### config.mk
export PLATFORM = sky130hd
export DESIGN_NAME = bitmap_slot_allocator
export DESIGN_NICKNAME = d
export VERILOG_FILES = /design/src/rtl/bsa_pkg.sv /design/src/rtl/bitmap_slot_allocator.sv /design/src/rtl/bsa_ram.sv
export SDC_FILE = /design/constraint.sdc
export NUM_CORES = 2
export LEC_CHECK = 0
export CAP_MARGIN = 30
export CORE_MARGIN = 10
export CORE_UTILIZATION = 56
export CTS_CLUSTER_SIZE = 40
export DETAILED_ROUTE_END_ITERATION = 7
export DONT_BUFFER_PORTS = 1
export GPL_TIMING_DRIVEN = 0
export HOLD_SLACK_MARGIN = 0.15
export MAX_ROUTING_LAYER = met4
export PLACE_DENSITY = 0.71
export SLEW_MARGIN = 25
export SYNTH_ARGS = -nofsm -noshare
export SYNTH_HDL_FRONTEND = slang
export SYNTH_MEMORY_MAX_BITS = 65536
export SYNTH_SLANG_ARGS = --single-unit
### constraint.sdc
create_clock -name i_clk -period 9.3 [get_ports i_clk]
set_input_delay 0.93 -clock i_clk [delete_from_list [all_inputs] [get_ports i_clk]]
set_output_delay 0.93 -clock i_clk [all_outputs]
set_load 0.02 [all_outputs]
### src/rtl/bsa_pkg.sv
// ---------------------------------------------------------------------------
// bsa_pkg: shared types and constants of the bitmap slot allocator
// Command and response words, operation and status codes, and the
// fixed widths of the element index and the bitmap word.
// ---------------------------------------------------------------------------
package bsa_pkg;

    localparam int IDX_W      = 12;   // element index width
    localparam int FUNC_W     = 2;
    localparam int STATUS_W   = 2;
    localparam int RES_W      = 8;    // reserved_slots register width
    localparam int WORD_W     = 64;   // bitmap word
    localparam int WORD_SHIFT = 6;    // log2 of WORD_W

    localparam int BLOCK_SLOTS_DEF = 256;
    localparam int BLOCKS_DEF      = 16;

    localparam logic [RES_W-1:0] RES_RESET = 8'd1;

    typedef logic [FUNC_W-1:0]   t_func;
    typedef logic [STATUS_W-1:0] t_status;

    localparam t_func FUNC_ALLOC   = 2'd0;
    localparam t_func FUNC_RELEASE = 2'd1;
    localparam t_func FUNC_CLAIM   = 2'd2;

    localparam t_status ST_OK       = 2'd0;
    localparam t_status ST_OVERFLOW = 2'd1;
    localparam t_status ST_INVALID  = 2'd2;

    typedef struct packed {
        t_func            func;
        logic [IDX_W-1:0] index;
    } t_cmd;

    typedef struct packed {
        logic [IDX_W-1:0] result_index;
        t_status          status;
    } t_rsp;

endpackage

### src/rtl/bitmap_slot_allocator.sv
// ---------------------------------------------------------------------------
// bitmap_slot_allocator: two-level bitmap allocator for element indices
// Allocates the lowest free index, releases or claims a given index, over a
// bitmap of BLOCKS blocks of BLOCK_SLOTS slots, with a block hint and a
// per-block word hint. The leading reserved slots of each block never go out.
// ---------------------------------------------------------------------------
//
//  channel   | signals                          | handshake
//  ----------+----------------------------------+------------------------------
//  command   | start, i_cmd (func, index)       | taken when start & !busy
//  response  | o_strobe, o_rsp (index, status)  | one cycle per strobe, no stall
//  config    | i_cfg_we, i_cfg_wdata            | written on any i_cfg_we edge
//
// Allocate holds busy while it looks up the word hint of each block in turn,
// from the block hint on, and then scans bitmap words one at a time from the
// hinted word; the bitmap RAM has a single read port. Release and claim hold
// busy through S_DIV, which splits the index into block and offset by
// comparing it with the block boundaries, then S_CHK and S_RMW, a read and a
// write of one word; an offset inside the reserved range answers from S_CHK.
// A bad function code or an out-of-range index answers without raising busy.
// The response comes on o_strobe in the same cycle that busy drops (or after accept).
// Reset: after reset the block clears the bitmap and word hints, one word a
// cycle, for BLOCKS*BLOCK_SLOTS/64 cycles (64 at the default size) with busy
// high. The receiver cannot stall the response.
// ---------------------------------------------------------------------------
module bitmap_slot_allocator #(
    parameter int BLOCK_SLOTS = bsa_pkg::BLOCK_SLOTS_DEF,
    parameter int BLOCKS      = bsa_pkg::BLOCKS_DEF
) (
    input  logic                      i_clk,
    input  logic                      i_rst_n,
    input  logic                      start,
    output logic                      busy,
    input  bsa_pkg::t_cmd             i_cmd,
    output logic                      o_strobe,
    output bsa_pkg::t_rsp             o_rsp,
    input  logic                      i_cfg_we,
    input  logic [bsa_pkg::RES_W-1:0] i_cfg_wdata
);

    import bsa_pkg::*;

    localparam int WPB         = BLOCK_SLOTS / WORD_W;          // words per block
    localparam int TOTAL_WORDS = BLOCKS * WPB;
    localparam int TOTAL_SLOTS = BLOCKS * BLOCK_SLOTS;
    localparam int AW  = (TOTAL_WORDS > 1) ? $clog2(TOTAL_WORDS) : 1;
    localparam int BW  = (BLOCKS > 1) ? $clog2(BLOCKS) : 1;
    localparam int HW  = $clog2(WPB + 1);                       // hint, WPB means full
    localparam int SW  = $clog2(TOTAL_SLOTS);
    localparam int TSW = (SW + 1 > IDX_W) ? SW + 1 : IDX_W;
    localparam int MW  = (HW + WORD_SHIFT + 1 > RES_W + 1) ? HW + WORD_SHIFT + 1 : RES_W + 1;

    typedef enum logic [2:0] {
        S_CLEAR,
        S_IDLE,
        S_DIV,
        S_CHK,
        S_HINT,
        S_WORD,
        S_RMW
    } t_state;

    // Reserved bits of word w within a block.
    function automatic logic [WORD_W-1:0] rmask(input logic [HW-1:0] w,
                                                input logic [RES_W-1:0] res);
        logic [MW-1:0] lo;
        logic [MW-1:0] rs;
        logic [MW-1:0] diff;
        lo   = MW'({w, {WORD_SHIFT{1'b0}}});
        rs   = MW'(res);
        diff = rs - lo;
        if (rs <= lo) begin
            rmask = '0;
        end else if (rs >= lo + MW'(WORD_W)) begin
            rmask = '1;
        end else begin
            rmask = (WORD_W'(1) << diff[WORD_SHIFT-1:0]) - WORD_W'(1);
        end
    endfunction

    // State and registers
    t_state               r_state, n_state;
    t_func                r_func, n_func;
    logic [IDX_W-1:0]     r_idx, n_idx;
    logic [IDX_W-1:0]     r_rem, n_rem;
    logic [BW-1:0]        r_blk, n_blk;
    logic [AW-1:0]        r_wbase, n_wbase;
    logic [SW-1:0]        r_sbase, n_sbase;
    logic [HW-1:0]        r_w, n_w;
    logic [BW-1:0]        r_fbh, n_fbh;
    logic [AW-1:0]        r_fbh_wbase, n_fbh_wbase;
    logic [SW-1:0]        r_fbh_sbase, n_fbh_sbase;
    logic [AW-1:0]        r_clr, n_clr;
    logic [RES_W-1:0]     r_res, n_res;
    logic                 r_strobe, n_strobe;
    t_rsp                 r_rsp, n_rsp;

    // RAM ports
    logic                 w_bits_we;
    logic [AW-1:0]        w_bits_waddr;
    logic [WORD_W-1:0]    w_bits_wdata;
    logic [AW-1:0]        w_bits_raddr;
    logic [WORD_W-1:0]    w_bits_rdata;
    logic                 w_hint_we;
    logic [BW-1:0]        w_hint_waddr;
    logic [HW-1:0]        w_hint_wdata;
    logic [HW-1:0]        w_hint_rdata;

    // Word scan datapath
    logic [WORD_W-1:0]    w_eff;
    logic [WORD_W-1:0]    w_oh;
    logic [WORD_W-1:0]    w_set;
    logic [WORD_SHIFT-1:0] w_bit;
    logic [SW-1:0]        w_slot;
    logic [AW-1:0]        w_cur_addr;
    logic [WORD_W-1:0]    w_bitv;
    logic                 w_last_blk;

    // Index split
    logic [BW-1:0]        w_dq_blk;
    logic [AW-1:0]        w_dq_wbase;
    logic [SW-1:0]        w_dq_sbase;

    bsa_ram #(.WIDTH(WORD_W), .DEPTH(TOTAL_WORDS)) u_bits (
        .i_clk   (i_clk),
        .i_we    (w_bits_we),
        .i_waddr (w_bits_waddr),
        .i_wdata (w_bits_wdata),
        .i_raddr (w_bits_raddr),
        .o_rdata (w_bits_rdata)
    );

    bsa_ram #(.WIDTH(HW), .DEPTH(BLOCKS)) u_hint (
        .i_clk   (i_clk),
        .i_we    (w_hint_we),
        .i_waddr (w_hint_waddr),
        .i_wdata (w_hint_wdata),
        .i_raddr (n_blk),
        .o_rdata (w_hint_rdata)
    );

    // Read the next word as it is chosen, so its data is there the cycle after.
    assign w_bits_raddr = n_wbase + AW'(n_w);
    assign w_cur_addr   = r_wbase + AW'(r_w);

    // Lowest free bit of the current word: reserved bits count as used.
    assign w_eff  = w_bits_rdata | rmask(r_w, r_res);
    assign w_oh   = ~w_eff & (w_eff + WORD_W'(1));
    assign w_set  = w_eff | w_oh;
    assign w_slot = r_sbase + SW'({r_w, {WORD_SHIFT{1'b0}}}) + SW'(w_bit);
    assign w_bitv = WORD_W'(1) << r_rem[WORD_SHIFT-1:0];

    always_comb begin
        w_bit = '0;
        for (int k = 0; k < WORD_W; k++) begin
            if (w_oh[k]) begin
                w_bit = w_bit | WORD_SHIFT'(k);
            end
        end
    end

    // Split the index into block and offset: compare it with every block
    // boundary and keep the highest boundary it reaches.
    always_comb begin
        w_dq_blk   = '0;
        w_dq_wbase = '0;
        w_dq_sbase = '0;
        for (int k = 1; k < BLOCKS; k++) begin
            if (TSW'(r_idx) >= TSW'(k * BLOCK_SLOTS)) begin
                w_dq_blk   = BW'(k);
                w_dq_wbase = AW'(k * WPB);
                w_dq_sbase = SW'(k * BLOCK_SLOTS);
            end
        end
    end

    assign w_last_blk = (r_blk == BW'(BLOCKS - 1));

    always_comb begin
        n_state     = r_state;
        n_func      = r_func;
        n_idx       = r_idx;
        n_rem       = r_rem;
        n_blk       = r_blk;
        n_wbase     = r_wbase;
        n_sbase     = r_sbase;
        n_w         = r_w;
        n_fbh       = r_fbh;
        n_fbh_wbase = r_fbh_wbase;
        n_fbh_sbase = r_fbh_sbase;
        n_clr       = r_clr;
        n_res       = i_cfg_we ? i_cfg_wdata : r_res;
        n_strobe    = 1'b0;
        n_rsp       = r_rsp;

        w_bits_we    = 1'b0;
        w_bits_waddr = w_cur_addr;
        w_bits_wdata = w_bits_rdata;
        w_hint_we    = 1'b0;
        w_hint_waddr = r_blk;
        w_hint_wdata = r_w;

        case (r_state)
            S_CLEAR: begin
                // Zero one bitmap word a cycle, and one word hint while hints remain.
                w_bits_we    = 1'b1;
                w_bits_waddr = r_clr;
                w_bits_wdata = '0;
                w_hint_we    = ({1'b0, r_clr} < (AW + 1)'(BLOCKS));
                w_hint_waddr = BW'(r_clr);
                w_hint_wdata = '0;
                n_clr        = r_clr + AW'(1);
                if (r_clr == AW'(TOTAL_WORDS - 1)) begin
                    n_state = S_IDLE;
                end
            end

            S_IDLE: begin
                if (start) begin
                    n_func = i_cmd.func;
                    n_idx  = i_cmd.index;
                    if (i_cmd.func == FUNC_ALLOC) begin
                        // Start the scan at the lowest block that may have room.
                        n_blk   = r_fbh;
                        n_wbase = r_fbh_wbase;
                        n_sbase = r_fbh_sbase;
                        n_state = S_HINT;
                    end else if (i_cmd.func != FUNC_RELEASE && i_cmd.func != FUNC_CLAIM ||
                                 TSW'(i_cmd.index) >= TSW'(TOTAL_SLOTS)) begin
                        n_strobe = 1'b1;
                        n_rsp    = '{result_index: '0, status: ST_INVALID};
                    end else begin
                        n_state = S_DIV;
                    end
                end
            end

            S_DIV: begin
                // Take block, bases and offset from the boundary compare.
                n_blk   = w_dq_blk;
                n_wbase = w_dq_wbase;
                n_sbase = w_dq_sbase;
                n_rem   = r_idx - IDX_W'(w_dq_sbase);
                n_state = S_CHK;
            end

            S_CHK: begin
                // Remainder is the offset within the block.
                if (r_rem < IDX_W'(r_res)) begin
                    n_strobe = 1'b1;
                    n_rsp    = '{result_index: '0, status: ST_INVALID};
                    n_state  = S_IDLE;
                end else begin
                    n_w     = HW'(r_rem >> WORD_SHIFT);
                    n_state = S_RMW;
                end
            end

            S_RMW: begin
                w_bits_we = 1'b1;
                if (r_func == FUNC_RELEASE) begin
                    // Clear the bit and lower both hints.
                    w_bits_wdata = w_bits_rdata & ~w_bitv;
                    w_hint_we    = (w_hint_rdata > r_w);
                    if (r_fbh > r_blk) begin
                        n_fbh       = r_blk;
                        n_fbh_wbase = r_wbase;
                        n_fbh_sbase = r_sbase;
                    end
                end else begin
                    w_bits_wdata = w_bits_rdata | w_bitv;
                end
                n_strobe = 1'b1;
                n_rsp    = '{result_index: r_idx, status: ST_OK};
                n_state  = S_IDLE;
            end

            S_HINT: begin
                if (w_hint_rdata >= HW'(WPB)) begin
                    // Block full: advance to the next one, or give up.
                    if (w_last_blk) begin
                        n_strobe = 1'b1;
                        n_rsp    = '{result_index: '0, status: ST_OVERFLOW};
                        n_state  = S_IDLE;
                    end else begin
                        n_blk   = r_blk + BW'(1);
                        n_wbase = r_wbase + AW'(WPB);
                        n_sbase = r_sbase + SW'(BLOCK_SLOTS);
                    end
                end else begin
                    n_w     = w_hint_rdata;
                    n_state = S_WORD;
                end
            end

            S_WORD: begin
                if (&w_eff) begin
                    if (r_w == HW'(WPB - 1)) begin
                        if (w_last_blk) begin
                            n_strobe = 1'b1;
                            n_rsp    = '{result_index: '0, status: ST_OVERFLOW};
                            n_state  = S_IDLE;
                        end else begin
                            n_blk   = r_blk + BW'(1);
                            n_wbase = r_wbase + AW'(WPB);
                            n_sbase = r_sbase + SW'(BLOCK_SLOTS);
                            n_state = S_HINT;
                        end
                    end else begin
                        n_w = r_w + HW'(1);
                    end
                end else begin
                    // Take the lowest free bit; move the word hint past a full word.
                    w_bits_we    = 1'b1;
                    w_bits_wdata = w_bits_rdata | w_oh;
                    w_hint_we    = 1'b1;
                    w_hint_wdata = (&w_set) ? r_w + HW'(1) : r_w;
                    n_fbh        = r_blk;
                    n_fbh_wbase  = r_wbase;
                    n_fbh_sbase  = r_sbase;
                    n_strobe     = 1'b1;
                    n_rsp        = '{result_index: IDX_W'(w_slot), status: ST_OK};
                    n_state      = S_IDLE;
                end
            end

            default: begin
                n_state = S_IDLE;
            end
        endcase
    end

    always_ff @(posedge i_clk) begin
        if (!i_rst_n) begin
            r_state     <= S_CLEAR;
            r_clr       <= '0;
            r_fbh       <= '0;
            r_fbh_wbase <= '0;
            r_fbh_sbase <= '0;
            r_res       <= RES_RESET;
            r_strobe    <= 1'b0;
        end else begin
            r_state     <= n_state;
            r_clr       <= n_clr;
            r_fbh       <= n_fbh;
            r_fbh_wbase <= n_fbh_wbase;
            r_fbh_sbase <= n_fbh_sbase;
            r_res       <= n_res;
            r_strobe    <= n_strobe;
        end
        r_func  <= n_func;
        r_idx   <= n_idx;
        r_rem   <= n_rem;
        r_blk   <= n_blk;
        r_wbase <= n_wbase;
        r_sbase <= n_sbase;
        r_w     <= n_w;
        r_rsp   <= n_rsp;
    end

    assign busy     = (r_state != S_IDLE);
    assign o_strobe = r_strobe;
    assign o_rsp    = r_rsp;

endmodule

### src/rtl/bsa_ram.sv
// ---------------------------------------------------------------------------
// bsa_ram: generic single-write, single-read RAM
// One write port and one read port; read data is registered.
// ---------------------------------------------------------------------------
module bsa_ram #(
    parameter int WIDTH = 64,
    parameter int DEPTH = 64
) (
    input  logic                                   i_clk,
    input  logic                                   i_we,
    input  logic [(DEPTH > 1 ? $clog2(DEPTH) : 1)-1:0] i_waddr,
    input  logic [WIDTH-1:0]                       i_wdata,
    input  logic [(DEPTH > 1 ? $clog2(DEPTH) : 1)-1:0] i_raddr,
    output logic [WIDTH-1:0]                       o_rdata
);

    logic [WIDTH-1:0] mem [DEPTH];
    logic [WIDTH-1:0] r_rdata;

    always_ff @(posedge i_clk) begin
        if (i_we) begin
            mem[i_waddr] <= i_wdata;
        end
        r_rdata <= mem[i_raddr];
    end

    assign o_rdata = r_rdata;

endmodule
Word level (Yosys, flattened, before mapping):

Memories as Yosys holds them, arrays and structs flattened. A register that Yosys moved wholly into a read port is not among the register bits.
Cells that the tools add are included.

* input port bits: 26
* memories kept: 2
* register bits after elaboration: 105
* bits in writable memories: 4144

* equality and inequality tests: 28
* order comparisons: 22
* bitwise gates (word level): 8
* shift operators: 2
* reduce and logical (&&, ||, !) cells: 14
* mux-type cells: 305
* add/subtract/negate cells: 14

Memories
* u_bits.mem: words 64, bits a word 64, rd ports 1, clocked after Yosys merged registers in 1, write ports 1, RTL line bsa_ram.sv:17 `logic [WIDTH-1:0] mem [DEPTH];`
* u_hint.mem: words 16, bits a word 3, rd ports 1, clocked after Yosys merged registers in 1, write ports 1, RTL line bsa_ram.sv:17

Operators with widths (count)
* $mux 12: 41
* $mux 64: 7
* $mux 6: 72
* $mux 14: 24
* $or 64x64->64: 4
* $mux 4: 48
* $pmux 64 s3: 1
* $mux 3: 44
* $and 64x64->64: 2
* $not 64->64: 2
* $reduce_and 64->1: 2
* $shl 1x6->64 const A: 2
* $ge 12x12->1 const B: 8
* $mux 5: 16
* $pmux 14 s5: 1
* $add 64x1->64 const B: 1
* $sub 64x2->64 const B: 1
* $ge 12x11->1 const B: 4
* $pmux 12 s4: 1
* $mux 1: 34
* $ne 2x2->1 const B: 13
* $ge 12x10->1 const B: 2
* $pmux 12 s2: 1
* $pmux 6 s4: 1
* 51 further kinds: 61

Depth between registers and ports, before layout:

* depth after elaboration: 76
* mapped depth: 36
* gate-level depth less buffers: 31

Modules after synthesis:

A second synthesis with hierarchy kept.

* cell total of the unflattened synthesis: 8471
* area total of the unflattened synthesis: 170903.9 um2

By module, submodules not included
* bsa_ram (u_bits): instances 1, cells an instance 6517, area an instance 155839.5 um2
* bitmap_slot_allocator: instances 1, cells an instance 1851, area an instance 13052.5 um2
* bsa_ram (u_hint): instances 1, cells an instance 103, area an instance 2011.9 um2

Worst setup path before layout:

No wires, ideal clock.

* path kind: reg-to-reg
* from: register r_res[2]
* to: register u_bits.r_rdata[10] (netlist: u_bits.o_rdata[10]), read port of u_bits.mem
* stages on the path, launching flop included: 31
* slack: 1.879 ns
* path buffers: 9
* arrival: 7.349 ns
* data required time: 9.228 ns
* setup time: 0.072 ns
* path through: dfxtp_1 buf_6 nor4_2 nand3_1 ha_1 clkbuf_1 inv_1 clkbuf_1 a31oi_1 o211a_1 a211oi_1 and4bb_1 or4b_4 or4_1 clkbuf_1 or2_1 clkbuf_1 nor2_1 o21ai_0 a21oi_1 ha_1 inv_1 fa_1 clkbuf_1 clkbuf_1 buf_1 buf_1 mux4_2 mux2i_1 mux4_2 mux2i_1

* longest elaborated chain between the ends: 12

RTL lines
* from (decl): RTL line bitmap_slot_allocator.sv:94 `logic [RES_W-1:0] r_res, n_res;`
* from (signal assigned): RTL line bitmap_slot_allocator.sv:348 `r_res <= n_res;`
* $sub 6x1->6: RTL line bitmap_slot_allocator.sv:71 `diff = rs - lo;`
* $shl 1x6->64: RTL line bitmap_slot_allocator.sv:77 `rmask = (WORD_W'(1) << diff[WORD_SHIFT-1:0]) - WORD_W'(1);`
* $sub 64x2->64: RTL line bitmap_slot_allocator.sv:77
* $mux 64: RTL line bitmap_slot_allocator.sv:74 `end else if (rs >= lo + MW'(WORD_W)) begin`
* $mux 64 (2 in a row): RTL line bitmap_slot_allocator.sv:72 `if (rs <= lo) begin`
* $or 64x64->64: RTL line bitmap_slot_allocator.sv:147 `assign w_eff = w_bits_rdata | rmask(r_w, r_res);`
* $reduce_and 64->1: RTL line bitmap_slot_allocator.sv:297 `if (&w_eff) begin`
* $mux 3: RTL line bitmap_slot_allocator.sv:297
* $mux 3: RTL line bitmap_slot_allocator.sv:203 `case (r_state)`
* $pmux 3 s3 (*): RTL line bitmap_slot_allocator.sv:203
* via n_w[0]: RTL line bitmap_slot_allocator.sv:89 `logic [HW-1:0] r_w, n_w;`
* $add 6x3->6 (*): RTL line bitmap_slot_allocator.sv:143 `assign w_bits_raddr = n_wbase + AW'(n_w);`
* to (decl): RTL line bsa_ram.sv:18 `logic [WIDTH-1:0] r_rdata;`

The timed path passes the listed nets; every way through them passes the cells marked *. The select of a mux whose other input is x is not followed.
A chain may end at the register's enable or synchronous reset.

Worst setup path in the final report:

* from: register r_w[1]
* to: register u_bits.r_rdata[15] (netlist: u_bits.o_rdata[15]), read port of u_bits.mem

* longest elaborated chain between the ends: 11

RTL lines
* from (decl): RTL line bitmap_slot_allocator.sv:89
* from (signal assigned): RTL line bitmap_slot_allocator.sv:357 `r_w <= n_w;`
* $add 9x7->10: RTL line bitmap_slot_allocator.sv:74
* $ge 8x10->1: RTL line bitmap_slot_allocator.sv:74
* $mux 64: RTL line bitmap_slot_allocator.sv:74
* $mux 64 (2 in a row): RTL line bitmap_slot_allocator.sv:72
* $or 64x64->64: RTL line bitmap_slot_allocator.sv:147
* $reduce_and 64->1: RTL line bitmap_slot_allocator.sv:297
* $mux 6 (*): RTL line bitmap_slot_allocator.sv:297
* $mux 6 (*): RTL line bitmap_slot_allocator.sv:203
* $pmux 6 s4 (*): RTL line bitmap_slot_allocator.sv:203
* via n_wbase[2]: RTL line bitmap_slot_allocator.sv:87 `logic [AW-1:0] r_wbase, n_wbase;`
* $add 6x3->6 (*): RTL line bitmap_slot_allocator.sv:143

Marks and branches as above.

==> impl_metrics.py <==
metrics = {
    "run_status": {
        "status": "finished, final reports clean",
    },
    "finish": {
        "finalNetCount": 9309,
        "area_growth_pct": 17.7,
        "instances_no_fill": 13700,
        "drive_gt1_frac": 0.286,
        "design_area_um2": 204000,
    },
    "critical_path": {
        "slowest_stage": "clkbuf_1",
        "path_class": "reg -> reg",
        "cp_common_cell": "buf_4",
        "crit_path_end_kind": "flip-flop",
        "path_cells": "inv_1, ha_1, nor2b_1, o21ai_2, nor2_4, buf_4, buf_4, buf_4, a21oi_1, nor3b_1, nand4_1, or3_1, nor2_1, a31o_2, a21oi_1, ha_1, a21oi_1, xnor2_1, buf_4, clkbuf_1, mux4_2, mux2i_1",
        "path_max_fanout": 10,
        "slowest_delay_ns": 0.89,
        "cp-start-kind": "flip-flop",
        "arrival_ns": 10.12,
        "cp.required_ns": 10.16,
    },
    "timing": {
        "maxSlewHeadroom": 0.239,
        "tns_ns": 0,
        "finalHoldViolCount": 0,
        "final.setup_skew_ns": 0.0610,
        "fin_crit_ns": 9.26,
        "tightest_slew_ns": 1.14,
        "fmax_mhz": 108,
        "setup_viol": 0,
        "period_share": 0.996,
        "rsz0062_at_grt": "false",
        "drv_slew": 0,
    },
    "grt": {
        "antenna_found_initial": 39,
        "track_usage": 0.333,
        "grt_pass1_wl_mm": 749,
        "gr-total-overflow": 0,
        "grt_start_max_net_pins": 65,
        "first_global_vias": 92200,
    },
    "clocking": {
        "htreeDepth": 5,
        "clock_tree.root_cell": "clkbuf_16",
        "cts_tree": "yes",
        "cts_made_buffers": 421,
        "path_clk_slew_ns": 0.06,
        "clk_latency_ns": 0.98,
        "clock-sinks": 4316,
        "ctsLongestPathBuffers": 4,
    },
    "run": {
        "drv_cap": 0,
    },
    "die": {
        "die_area_um2": 331000,
        "core_region_area_um2": 307000,
        "dieHeight_um": 576,
        "io-pin-count": 42,
        "start_util": 0.564,
        "die_x_um": 576,
        "rows": 203,
    },
    "synthesis": {
        "ys_seq_area_frac": 0.743,
        "syn_area_per_cell_um2": 20.8,
        "syn-cell-area_um2": 173000,
        "synth-async-reset-ratio": 0,
        "synth_edf_count": 4196,
        "syn_inst": 8294,
        "yosysWarnings": 0,
        "ys_ff_latch": 4316,
        "synth_ff_type": "edfxtp_1",
        "syn_nets": 8372,
        "synth.distinct_cells": 102,
    },
    "power": {
        "p_total_mw": 48.8,
        "power_density_nw_per_um2": 240,
        "power_leakage_nw": 63.3,
        "vdd_ir_drop_max_uv": 250,
    },
    "detailed_routing": {
        "drcViolationCount": 0,
        "wl_mm": 542,
        "avgViaCountPerCell": 6.82,
        "postRouteAntennaNets": 0,
        "firstDrtPassIters": 6,
        "wire_per_inst_um": 39.5,
        "drt_iter0_markers": 13900,
        "vias": 93600,
    },
    "placement": {
        "placed_area_um2": 189000,
        "io_buffers": 0,
        "routabilityCongestion": 0.978,
        "hpwlAfterDp_mm": 386,
        "dp_cells": 12900,
    },
    "min_path": {
        "hp-class": "in -> reg",
    },
}
==> Yosys cell counts (10+ instances only) <==
library cell | n | area (µm²)
a221oi_1 | 13 | 114
mux2i_1 | 646 | 6470
xnor2_1 | 24 | 210
dfxtp_1 | 120 | 2400
nor2b_1 | 60 | 375
o2111ai_1 | 12 | 105
nand2b_1 | 23 | 144
and3_1 | 11 | 68.8
a211oi_1 | 18 | 135
o211ai_1 | 32 | 240
xor2_1 | 12 | 105
a222oi_1 | 10 | 100
inv_1 | 67 | 251
or3_1 | 18 | 113
o22a_1 | 11 | 96.3
buf_1 | 114 | 428
a31oi_1 | 27 | 169
ha_1 | 48 | 601
nand4_1 | 32 | 200
a311oi_1 | 10 | 87.6
nor2_1 | 283 | 1060
o21a_1 | 14 | 105
a22oi_1 | 19 | 143
buf_4 | 24 | 180
o22ai_1 | 25 | 156
edfxtp_1 | 4196 | 126000
a21o_1 | 27 | 203
a21oi_1 | 219 | 1100
o21ai_0 | 102 | 510
and2_1 | 32 | 200
nand2_1 | 209 | 785
o221ai_1 | 15 | 131
clkbuf_1 | 289 | 1080
a22o_1 | 20 | 175
nand3_1 | 69 | 345
nor4_1 | 14 | 87.6
buf_2 | 19 | 95.1
nor3_1 | 57 | 285
mux4_2 | 1152 | 25900
==> final timing paths <==
kind                      startpoint                          to  slack, ns  depth (start not counted)
setup / recovery      r_w[1]$_DFF_P_  u_bits.o_rdata[15]$_DFF_P_       0.04                         22
hold / removal        i_cfg_wdata[4]       r_res[4]$_SDFFE_PN0P_       0.19                          2
setup reg to reg      r_w[1]$_DFF_P_  u_bits.o_rdata[15]$_DFF_P_       0.04                         22
hold reg to reg   r_idx[6]$_DFFE_PP_          r_rem[6]$_DFFE_PP_       0.48                          0
==> critical path, delay by kind of cell (launching register included) <==
kind	cells	cell delay [ns]
buffers and inverters	6	2.67
and+or+nand+nor	6	2.38
AOI/OAI and AO/OA	5	1.05
adders and majority gates	2	0.92
muxes	2	0.79
xor gates and xnor gates	1	0.70
DFF	1	0.62
==> cell type report <==
type | count | area [µm²]
plain buffers | 450 | 2320
multi-input cells | 3457 | 44000
fillers | 19300 | 103000
clock buffers | 524 | 11100
repair buffers | 517 | 9750
well taps | 4100 | 5130
flip-flops and latches | 4316 | 128000
clock inverters | 245 | 2430
diodes | 39 | 97.6
inverters | 68 | 260
==> flip-flops by register name, summed over array words and instances (netlist names), 3 cells and up <==
register,cells
r_fbh,4
r_sbase,12
r_blk,4
r_w,3
r_rem,12
r_fbh_sbase,12
r_state,3
u_hint.o_rdata,3
r_clr,6
u_bits.o_rdata,64
o_rsp,14
r_res,8
u_bits.mem,4096
r_idx,12
r_wbase,6
u_hint.mem,48
r_fbh_wbase,6
==> stage by stage <==
| step | setup slack (ns) | util | hold WS, ns |
|---|---|---|---|
| final | 0.0381 | 0.664 | 0.186 |
| after floorplan | 1.88 | - | 0.425 |
| after CTS | 0.00121 | 0.662 | 0.150 |
| after detailed placement | -3.11 | 0.615 | 0.449 |
| after global routing | 0.0360 | 0.664 | 0.209 |
| after global placement | -6.56 | 0.581 | 0.455 |
==> kinds of logic (layout without fill, tap and decap cells) <==
group,count (synthesis),in the layout,synth area share
DFF,4316,4316,0.743
muxes,1804,1804,0.188
and+or+nand+nor,882,882,0.0253
AOI/OAI and AO/OA,682,682,0.0261
buffers and inverters,521,1804,0.0123
adders and majority gates,53,53,0.00399
xor gates and xnor gates,36,36,0.00182
other,0,39,0
==> where the power goes <==
part / leakage, nW / total (mW) / switching [mW] / internal (mW)
Sequential: 36.1 / 21.9 / 0.607 / 21.3
Combinational: 20.7 / 9.99 / 6.14 / 3.85
Clock: 6.57 / 16.9 / 7.36 / 9.52
==> cells in the final DEF, fill, tap and decap left out, types with 70 or more instances in the layout <==
master / n
a21oi_1: 189
mux2i_1: 624
clkbuf_16: 426
mux4_2: 1152
clkinv_2: 72
clkinv_1: 85
buf_16: 164
nor2_4: 70
o21ai_0: 95
buf_4: 89
nor2_1: 211
clkbuf_1: 231
clkbuf_2: 127
edfxtp_1: 4196
buf_12: 183
nand2_1: 206
dfxtp_1: 116
==> metal layers <==
metal  vias to the layer above  track usage  routed length, µm
li1                      36800            -                  -
met1                     49800        0.452             203000
met2                      5933        0.489             250000
met3                      1010       0.0778              60400
met4                         0        0.146              28500
met5                         -            -                  0
==> what timing repair did <==
action	CTS	global route
pin swaps	6	3
hold endpoints to repair	20	0
setup endpoints to repair	72	68
resized for setup	229	43
gates cloned	0	0
setup buffers	7	2
hold buffers	20	0
(Power assumes the default switching activity.)
